`src/hdl/aps_pkg.sv`:
```
package aps_pkg;

  // default geometry
  localparam int MEAN_LEN_DEF   = 32;
  localparam int NEIGHBOURS_DEF = 3;

  // field widths
  localparam int ACC_W   = 16;
  localparam int SQ_W    = 32;
  localparam int CHG_W   = SQ_W + 1;
  localparam int STEP_W  = 24;
  localparam int CNT_W   = 8;
  localparam int WARM_W  = 12;
  localparam int CFG_IDX_W  = 3;
  localparam int CFG_DATA_W = 32;

  localparam logic [STEP_W-1:0] STEP_MAX = {STEP_W{1'b1}};
  localparam logic [CNT_W-1:0]  CNT_MAX  = {CNT_W{1'b1}};

  // register indexes
  localparam logic [CFG_IDX_W-1:0] CFG_PEAK_THRESHOLD = 3'd0;
  localparam logic [CFG_IDX_W-1:0] CFG_INTERVAL_MIN   = 3'd1;
  localparam logic [CFG_IDX_W-1:0] CFG_INTERVAL_MAX   = 3'd2;
  localparam logic [CFG_IDX_W-1:0] CFG_PENDING_LIMIT  = 3'd3;
  localparam logic [CFG_IDX_W-1:0] CFG_WARMUP_SAMPLES = 3'd4;

  // register reset values
  localparam logic [31:0]       THRESHOLD_RST = 32'd2306867;
  localparam logic [CNT_W-1:0]  IMIN_RST      = 8'd37;
  localparam logic [CNT_W-1:0]  IMAX_RST      = 8'd71;
  localparam logic [CNT_W-1:0]  PEND_LIM_RST  = 8'd10;
  localparam logic [WARM_W-1:0] WARMUP_RST    = 12'd547;

  typedef struct packed {
    logic signed [ACC_W-1:0] accel_x;
    logic signed [ACC_W-1:0] accel_y;
    logic signed [ACC_W-1:0] accel_z;
  } aps_in_t;

  typedef struct packed {
    logic [STEP_W-1:0] step_total;
    logic              walking_now;
    logic              peak_seen;
    logic              warming_up;
  } aps_out_t;

  // interval tracker mode
  typedef enum logic [1:0] {
    MODE_IDLE,
    MODE_HUNT,
    MODE_LOCK
  } aps_mode_t;

  // saturating 8-bit increment
  function automatic logic [CNT_W-1:0] sat_inc8(input logic [CNT_W-1:0] v);
    return (v == CNT_MAX) ? CNT_MAX : v + 1'b1;
  endfunction

endpackage

```
`src/hdl/accel_peak_step_counter.sv`:
```
// channel   | dir | handshake              | payload
// ----------+-----+------------------------+--------------------------------
// in_       | in  | in_valid / in_ready    | aps_in_t  (x, y, z Q8.8)
// out_      | out | out_valid / out_ready  | aps_out_t (steps, flags)
// cfg_      | in  | cfg_we                 | cfg_idx, cfg_wdata
//
// One sample per cycle sustained while out_ready holds; the sample beat loads the input
// register, then the change window, then the result register.
// Square ring is a MEAN_LEN-deep memory with one write and one read port;
// a wrap flag stands in for its zero reset, so there is no clearing pass.
// Synchronous active-low reset clears control state, the configuration registers and the change window.
// A stalled result holds all stages behind it; in_ready falls only when full.
module accel_peak_step_counter
  import aps_pkg::*;
#(
  parameter int MEAN_LEN   = MEAN_LEN_DEF,
  parameter int NEIGHBOURS = NEIGHBOURS_DEF
) (
  input  logic                  clk,
  input  logic                  rst_n,
  input  logic                  in_valid,
  output logic                  in_ready,
  input  aps_in_t               in_data,
  output logic                  out_valid,
  input  logic                  out_ready,
  output aps_out_t              out_data,
  input  logic                  cfg_we,
  input  logic [CFG_IDX_W-1:0]  cfg_idx,
  input  logic [CFG_DATA_W-1:0] cfg_wdata
);

  localparam int POS_W   = $clog2(MEAN_LEN);
  localparam int WIN_LEN = 2 * NEIGHBOURS + 1;
  localparam int SUM_W   = CHG_W + $clog2(NEIGHBOURS) + 1;

  // configuration registers
  logic [31:0]       thresh_r;
  logic [CNT_W-1:0]  imin_r;
  logic [CNT_W-1:0]  imax_r;
  logic [CNT_W-1:0]  pend_lim_r;
  logic [WARM_W-1:0] warmup_r;

  always_ff @(posedge clk) begin
    if (!rst_n) begin
      thresh_r   <= THRESHOLD_RST;
      imin_r     <= IMIN_RST;
      imax_r     <= IMAX_RST;
      pend_lim_r <= PEND_LIM_RST;
      warmup_r   <= WARMUP_RST;
    end else if (cfg_we) begin
      case (cfg_idx)
        CFG_PEAK_THRESHOLD: thresh_r   <= cfg_wdata;
        CFG_INTERVAL_MIN:   imin_r     <= cfg_wdata[CNT_W-1:0];
        CFG_INTERVAL_MAX:   imax_r     <= cfg_wdata[CNT_W-1:0];
        CFG_PENDING_LIMIT:  pend_lim_r <= cfg_wdata[CNT_W-1:0];
        CFG_WARMUP_SAMPLES: warmup_r   <= cfg_wdata[WARM_W-1:0];
        default: ;
      endcase
    end
  end

  // pipeline handshake
  logic a_v_r, c_v_r, out_valid_r;
  logic in_take, en_c, en_d;

  assign en_d     = c_v_r && (!out_valid_r || out_ready);
  assign en_c     = a_v_r && (!c_v_r || en_d);
  assign in_ready = !a_v_r || en_c;
  assign in_take  = in_valid && in_ready;

  always_ff @(posedge clk) begin
    if (!rst_n) begin
      a_v_r       <= 1'b0;
      c_v_r       <= 1'b0;
      out_valid_r <= 1'b0;
    end else begin
      if (in_ready)                  a_v_r       <= in_valid;
      if (!c_v_r || en_d)            c_v_r       <= en_c;
      if (!out_valid_r || out_ready) out_valid_r <= en_d;
    end
  end

  // ring position and wrap flag
  logic [POS_W-1:0] ring_pos_r;
  logic             wrapped_r;

  always_ff @(posedge clk) begin
    if (!rst_n) begin
      ring_pos_r <= '0;
      wrapped_r  <= 1'b0;
    end else if (in_take) begin
      if (ring_pos_r == POS_W'(MEAN_LEN - 1)) begin
        ring_pos_r <= '0;
        wrapped_r  <= 1'b1;
      end else begin
        ring_pos_r <= ring_pos_r + 1'b1;
      end
    end
  end

  // input stage: sample, evicted square and its slot
  aps_in_t          in_r;
  logic [SQ_W-1:0]  rd_r;
  logic             old_ok_r;
  logic [POS_W-1:0] wr_pos_r;
  logic [SQ_W-1:0]  sq_mem [MEAN_LEN];
  logic [SQ_W-1:0]  sq;

  always_ff @(posedge clk) begin
    if (in_take) begin
      in_r     <= in_data;
      rd_r     <= sq_mem[ring_pos_r];
      old_ok_r <= wrapped_r;
      wr_pos_r <= ring_pos_r;
    end
    if (en_c) begin
      sq_mem[wr_pos_r] <= sq;
    end
  end

  // sum of squares and mean change
  logic signed [SQ_W-1:0]  xx, yy, zz;
  logic [SQ_W-1:0]         old_sq;
  logic signed [CHG_W-1:0] chg;

  assign xx     = $signed(in_r.accel_x) * $signed(in_r.accel_x);
  assign yy     = $signed(in_r.accel_y) * $signed(in_r.accel_y);
  assign zz     = $signed(in_r.accel_z) * $signed(in_r.accel_z);
  assign sq     = $unsigned(xx) + $unsigned(yy) + $unsigned(zz);
  assign old_sq = old_ok_r ? rd_r : '0;
  assign chg    = $signed({1'b0, sq}) - $signed({1'b0, old_sq});

  // centred change window, newest at index 0
  logic signed [CHG_W-1:0] win_r [WIN_LEN];

  always_ff @(posedge clk) begin
    if (!rst_n) begin
      for (int i = 0; i < WIN_LEN; i++) begin
        win_r[i] <= '0;
      end
    end else if (en_c) begin
      win_r[0] <= chg;
      for (int i = 1; i < WIN_LEN; i++) begin
        win_r[i] <= win_r[i-1];
      end
    end
  end

  // peak test on the middle entry
  logic signed [CHG_W-1:0] cand;
  logic signed [SUM_W-1:0] newer, older, scaled;
  logic                    peak;

  assign cand = win_r[NEIGHBOURS];

  always_comb begin
    newer = '0;
    older = '0;
    for (int k = 0; k < NEIGHBOURS; k++) begin
      newer = newer + SUM_W'(win_r[k]);
      older = older + SUM_W'(win_r[NEIGHBOURS + 1 + k]);
    end
  end

  assign scaled = SUM_W'(cand) * $signed(SUM_W'(NEIGHBOURS));
  assign peak   = (cand > $signed({1'b0, thresh_r})) && (scaled > older) &&
                  (scaled > newer);

  // interval tracker state
  aps_mode_t               mode_r, mode_nxt;
  logic [WARM_W-1:0]       warm_r, warm_nxt;
  logic                    walk_r, walk_nxt;
  logic [CNT_W-1:0]        wcnt_r, wcnt_nxt;
  logic [CNT_W-1:0]        slock_r, slock_nxt;
  logic [CNT_W-1:0]        sbest_r, sbest_nxt;
  logic signed [CHG_W-1:0] best_r, best_nxt;
  logic [CNT_W-1:0]        pend_r, pend_nxt;
  logic [STEP_W-1:0]       steps_r, steps_nxt;

  logic              warming;
  logic [CNT_W-1:0]  isize;
  logic              new_best;
  logic              lock_due;
  logic              lock_end;
  logic              best_pos;
  logic [STEP_W:0]   steps_sum;

  assign warming  = warm_r < warmup_r;
  assign isize    = (imax_r > imin_r) ? imax_r - imin_r : '0;
  assign new_best = (cand > best_r) && peak;
  assign lock_due = slock_r >= imin_r;
  assign lock_end = slock_r >= imax_r;
  assign best_pos = best_r > 0;

  // next mode
  always_comb begin
    mode_nxt = mode_r;
    if (!warming) begin
      case (mode_r)
        MODE_IDLE: begin
          if (peak) mode_nxt = MODE_HUNT;
        end
        MODE_HUNT: begin
          if (wcnt_r >= isize) mode_nxt = MODE_LOCK;
        end
        MODE_LOCK: begin
          if (lock_due && lock_end && !best_pos && pend_r == '0) mode_nxt = MODE_IDLE;
        end
        default: mode_nxt = MODE_IDLE;
      endcase
    end
  end

  // counters, peak tracking and step total
  always_comb begin
    warm_nxt  = warm_r;
    walk_nxt  = walk_r;
    wcnt_nxt  = wcnt_r;
    slock_nxt = slock_r;
    sbest_nxt = sbest_r;
    best_nxt  = best_r;
    pend_nxt  = pend_r;
    steps_nxt = steps_r;
    steps_sum = '0;
    if (warming) begin
      warm_nxt = warm_r + 1'b1;
    end else begin
      case (mode_r)
        MODE_IDLE: begin
          if (peak) best_nxt = cand;
        end
        MODE_HUNT: begin
          if (wcnt_r >= isize) begin
            slock_nxt = sbest_r;
            best_nxt  = '0;
            wcnt_nxt  = '0;
            sbest_nxt = '0;
            pend_nxt  = sat_inc8(pend_r);
          end else if (new_best) begin
            best_nxt  = cand;
            sbest_nxt = '0;
            wcnt_nxt  = sat_inc8(wcnt_r);
          end else begin
            sbest_nxt = sat_inc8(sbest_r);
            wcnt_nxt  = sat_inc8(wcnt_r);
          end
        end
        MODE_LOCK: begin
          if (!lock_due) begin
            slock_nxt = sat_inc8(slock_r);
          end else if (lock_end) begin
            if (best_pos) begin
              slock_nxt = sbest_r;
              sbest_nxt = '0;
              best_nxt  = '0;
              if (walk_r) begin
                steps_sum = {1'b0, steps_r} + 1'b1;
                steps_nxt = steps_sum[STEP_W] ? STEP_MAX : steps_sum[STEP_W-1:0];
              end else if (pend_r == pend_lim_r) begin
                steps_sum = {1'b0, steps_r} + (STEP_W + 1)'(pend_lim_r);
                steps_nxt = steps_sum[STEP_W] ? STEP_MAX : steps_sum[STEP_W-1:0];
                walk_nxt  = 1'b1;
              end else begin
                pend_nxt = sat_inc8(pend_r);
              end
            end else if (pend_r != '0) begin
              sbest_nxt = '0;
              slock_nxt = isize >> 1;
              pend_nxt  = pend_r - 1'b1;
            end else begin
              walk_nxt = 1'b0;
            end
          end else if (new_best) begin
            best_nxt  = cand;
            sbest_nxt = '0;
            slock_nxt = sat_inc8(slock_r);
          end else begin
            slock_nxt = sat_inc8(slock_r);
            sbest_nxt = sat_inc8(sbest_r);
          end
        end
        default: ;
      endcase
    end
  end

  always_ff @(posedge clk) begin
    if (!rst_n) begin
      mode_r  <= MODE_IDLE;
      warm_r  <= '0;
      walk_r  <= 1'b0;
      wcnt_r  <= '0;
      slock_r <= '0;
      sbest_r <= '0;
      best_r  <= '0;
      pend_r  <= '0;
      steps_r <= '0;
    end else if (en_d) begin
      mode_r  <= mode_nxt;
      warm_r  <= warm_nxt;
      walk_r  <= walk_nxt;
      wcnt_r  <= wcnt_nxt;
      slock_r <= slock_nxt;
      sbest_r <= sbest_nxt;
      best_r  <= best_nxt;
      pend_r  <= pend_nxt;
      steps_r <= steps_nxt;
    end
  end

  // result register
  aps_out_t out_r;

  always_ff @(posedge clk) begin
    if (en_d) begin
      out_r.step_total  <= steps_nxt;
      out_r.walking_now <= walk_nxt;
      out_r.peak_seen   <= peak;
      out_r.warming_up  <= warming;
    end
  end

  assign out_valid = out_valid_r;
  assign out_data  = out_r;

  // step total never goes down
  a_steps_monotonic: assert property (@(posedge clk) disable iff (!rst_n)
    $past(rst_n) |-> steps_r >= $past(steps_r))
    else $error("step total decreased");

  // walking is only declared while locked on an interval
  a_walk_locked: assert property (@(posedge clk) disable iff (!rst_n)
    walk_r |-> mode_r == MODE_LOCK)
    else $error("walking flag outside lock mode");

  // input back-pressure only when every stage holds a beat
  a_ready_full: assert property (@(posedge clk) disable iff (!rst_n)
    !in_ready |-> (a_v_r && c_v_r && out_valid_r && !out_ready))
    else $error("input stalled with room in the pipeline");

endmodule
```
`config.mk`:
```
export PLATFORM = sky130hd
export DESIGN_NAME = accel_peak_step_counter
export DESIGN_NICKNAME = d
export VERILOG_FILES = /design/src/hdl/aps_pkg.sv /design/src/hdl/accel_peak_step_counter.sv
export SDC_FILE = /design/constraint.sdc
export NUM_CORES = 2
export LEC_CHECK = 0
export ABC_AREA = 1
export BUFFER_PORTS_ARGS = -buffer_cell sky130_fd_sc_hd__buf_2
export CAP_MARGIN = 40
export CORE_UTILIZATION = 59
export DETAILED_ROUTE_END_ITERATION = 6
export PLACE_DENSITY = 0.75
export SETUP_SLACK_MARGIN = 0.4
export SLEW_MARGIN = 0
export SYNTH_ARGS = -nofsm -noshare
export SYNTH_HDL_FRONTEND = slang
export SYNTH_SLANG_ARGS = --single-unit
```
`constraint.sdc`:
```
create_clock -name clk -period 14.05 [get_ports clk]
set_input_delay 4.215 -clock clk [delete_from_list [all_inputs] [get_ports clk]]
set_output_delay 4.215 -clock clk [all_outputs]
set_load 0.01 [all_outputs]
```
==> impl.org <==
** Routing
- In this run, the number of DRC markers left after iteration 0 of detailed routing was 8,508.
- The routed design has 276.0 mm of wire.
- The first detailed-routing pass took 6 iterations.
- Wire per inst :: ~22 um
- Number of vias per cell :: 5.867
- ANT nets after route :: 0
- Vias after detailed routing :: 74,220
- For this run, design rule violations remaining after detail routing come to 0.

** Global routing
- Entering global routing, the biggest net connects around 210 pins.
- The number of global-route vias before repair is 73,130.
- Global routing finished with a remaining overflow of 0.
- Number of antenna violations at the first check in global routing :: 4
- Global routing consumed, over all layers together, a little under a third of the routing resources.
- Global-route wire length before repair :: 424.3 mm

** Critical path
- Counting both buffers and inverters, the worst setup path holds a total of 6.
- Worst-path fanout max :: 33
- For flop-to-flop paths, the worst setup slack is 3450 ps.
- In this design, the stage delay of the slowest critical-path cell is about 770 ps.
- Cell type group with the largest total delay on the critical path :: adder cells
- Critical path required time :: between 10,000 and 15,000 ps
- The most critical setup path has its startpoint at in_r[16].
- STA classifies the critical path endpoint as a register.
- The critical path runs through a total of 40 cells.
- Highest-delay cell along the critical path :: sky130_fd_sc_hd__edfxtp_1
- In this run the critical register-to-register path is launched from in_r[16].
- Critical path start-end classification :: register to register
- Most repeated library cell on the critical path :: sky130_fd_sc_hd__nand2_1
- In this run the critical register-to-register path is captured at win_r[0][31].
- Crit path arrival time :: 11,190 ps
- Counting cells, the worst reg-to-reg path comes to 40.
- STA classifies the critical path startpoint as a register.
- The most critical setup path has its endpoint at win_r[0][31].

** Clock network
- Clock tree synthesis inserted a total of 161 buffers.
- Hold repair after CTS inserted 0 buffers.
- Post-cts repair resize count :: 0
- The H-tree was split into 4 levels.
- Clock tree root buffer cell :: sky130_fd_sc_hd__clkbuf_16
- The clock passes through at most 3 buffers.
- TritonCTS clock tree :: built
- Clock latency reported for the late side of the worst-skew pair :: between 800 and 900 ps
- In this run the post-CTS setup repair buffer count came out at 0.
- After clock tree synthesis, the clock-pin slew on the worst setup and hold paths is 80 ps.
- For this design, the sink count on the clock tree is 1,549.

** Synthesis
- By count the netlist is led by sky130_fd_sc_hd__inv_1 (1,850), sky130_fd_sc_hd__edfxtp_1 (1,368), sky130_fd_sc_hd__nand2_1 (1,254), sky130_fd_sc_hd__nor2_1 (1,131), sky130_fd_sc_hd__fa_1 (888).
- The share of the Yosys chip area taken by registers is 43.76%.
- Cells taking the most area after synthesis :: sky130_fd_sc_hd__edfxtp_1 (40%), sky130_fd_sc_hd__fa_1 (17%), sky130_fd_sc_hd__ha_1 (6.9%)
- Most frequent cell after synthesis :: sky130_fd_sc_hd__inv_1
- Post-synth design cell area :: 0.1022 mm2
- Seq cells post-synth :: 1,549
- Ys Warns :: 0
- For this run, the leading register cell type out of synthesis is sky130_fd_sc_hd__edfxtp_1.
- The synthesized netlist contains 61 unique library cells.
- The share of synthesized area in the top cell type comes to 40.21%.
- Number of flops mapped to enable cells by yosys :: 1,368
- Summed over all instances, the cell type with the most area after synthesis is sky130_fd_sc_hd__edfxtp_1.
- Gate count after technology mapping :: approximately 10,000
- Async set-or-reset flop fraction in the synthesized netlist :: 0%
- Post-Synthesis Net Count :: 11,750
- Synthesized area divided by synthesized cell count :: about 10 um2

** STA
- Number of max-slew violations in the final report :: 0
- Number of setup violations in the final report :: 0
- Of the available clock period, the critical path in the final layout requires between 70% and 80%.
- Actual transition at the worst max-transition pin :: about 1000 ps
- Remaining max-slew budget at the tightest pin :: 31.99%
- Layout Skew :: between 70 and 80 ps
- Worst hold margin :: roughly 460 ps
- Setup tns final :: 0 ps
- Number of hold violations in the final report :: 0
- The clock period could shrink to 10,600 ps.
- RSZ-0062 raised after global routing :: no
- Derived from the worst setup path, the maximum achievable clock frequency is 94.30 MHz.

** Die
- In this run the standard cell core region covers roughly 0.17 mm2.
- Once the floorplan was initialized, standard cells occupied 59.49% of the core.
- # rows :: 152
- Total Die Area :: 0.1748 mm2
- The die is 418.1 um tall.
- The die is approximately 420 um wide.
- During I/O placement, the number of pins put on the boundary was 117.

** Placed design
- Gp weighted congestion :: 0.9673
- Hpwl dp :: about 190 mm
- During placement, the flow inserted port buffers numbering roughly 120.

** Flow run
- Number of max-cap violations :: 0

** Cells and area
- Growth of design area from synthesis to finish :: 8.794%
- Share of post-route cells with drive strength above 1 :: 6.161%
- For this run, the post-layout net count is 11,750.

** Hold path
- Class of the tightest hold or removal check :: register to register

** Status
- Result of the run :: completed
layout by cell type (no fill, tap or decap), types with 22 or more instances in the layout:
cell	instances
sky130_fd_sc_hd__or2_2	23
sky130_fd_sc_hd__a31oi_1	22
sky130_fd_sc_hd__nor4_1	22
sky130_fd_sc_hd__clkbuf_1	40
sky130_fd_sc_hd__buf_4	101
sky130_fd_sc_hd__edfxtp_1	1368
sky130_fd_sc_hd__nand4_1	96
sky130_fd_sc_hd__xnor2_1	90
sky130_fd_sc_hd__fa_1	888
sky130_fd_sc_hd__o21ai_0	869
sky130_fd_sc_hd__o211ai_1	70
sky130_fd_sc_hd__o22ai_1	135
sky130_fd_sc_hd__clkbuf_16	163
sky130_fd_sc_hd__ha_1	566
sky130_fd_sc_hd__buf_2	116
sky130_fd_sc_hd__nand3_1	273
sky130_fd_sc_hd__a21oi_1	435
sky130_fd_sc_hd__nor2_1	1099
sky130_fd_sc_hd__inv_1	1843
sky130_fd_sc_hd__dfxtp_1	176
sky130_fd_sc_hd__nand2_1	1253
sky130_fd_sc_hd__inv_2	22
sky130_fd_sc_hd__nor3_1	48
sky130_fd_sc_hd__nor2_4	34
sky130_fd_sc_hd__o221ai_1	132
sky130_fd_sc_hd__o21ai_1	45
sky130_fd_sc_hd__xor2_1	88
sky130_fd_sc_hd__clkinv_1	32
sky130_fd_sc_hd__clkinv_2	24
cell type report:
| class | count | area [um2] |
|---|---|---|
| sequential | 1549 | 44720 |
| fill | 12990 | 60590 |
| antenna | 2 | 5.005 |
| timing repair buffer | 243 | 1889 |
| tap | 2310 | 2890 |
| clock buffer | 207 | 4284 |
| multi-input combinational | 6376 | 49250 |
| inverter | 1873 | 7053 |
| clock inverter | 91 | 1056 |
how the worst min path moves through the flow:
stage / start / end / slack [ps] / cells past startpoint
after detailed placement: wrapped_r / old_ok_r / 430 / 0
after global placement: wrapped_r / old_ok_r / 420 / 0
after CTS: wrapped_r / old_ok_r / 450 / 0
after global routing: wrapped_r / old_ok_r / 470 / 0
final: wrapped_r / old_ok_r / 460 / 0
after floorplan: wrapped_r / old_ok_r / 410 / 0
cells by family (layout without fill, tap and decap cells):
logic type / count (synthesis) / after routing / synth area share, %
simple gates: 2890 / 2890 / 11.53
fa+ha+maj: 1454 / 1454 / 24.33
compound gates: 1831 / 1831 / 10.18
buf+inv: 2284 / 2414 / 8.464
other cells: 0 / 2 / 0
xor+xnor: 201 / 201 / 1.737
flops: 1549 / 1549 / 43.76
flip-flops by register name, summed over array words and instances, names as in the netlist, 24 cells and up:
register and count:
best_r 33, in_r 48, out_data 27, rd_r 32, sq_mem 1024, steps_r 24, thresh_r 32, win_r 231
routing by layer:
layer,track usage [%],part of all wire [%],vias to the layer above
met5,0,0,-
met3,5.847,9.9,619
met2,49.47,46,3829
met4,12.75,4.3,0
li1,-,-,33520
met1,44.35,40,36260
per-stage QoR:
| step | std cells | utilization (%) | worst slack [ps] | cell area [um2] |
|---|---|---|---|---|
| after CTS | 12650 | 64.72 | 3431 | 111100 |
| after floorplan | 10210 | - | 3719 | 102200 |
| after global placement | 12330 | 61.33 | 3052 | 105300 |
| after global routing | 12650 | 64.72 | 2742 | 111100 |
| after detailed placement | 12350 | 61.61 | 3413 | 105800 |
| final | 12650 | 64.72 | 3445 | 111100 |
Power is left out: the tool's default activity adds up to more than one toggle a clock period on the data nets, which glitch-free logic cannot reach.
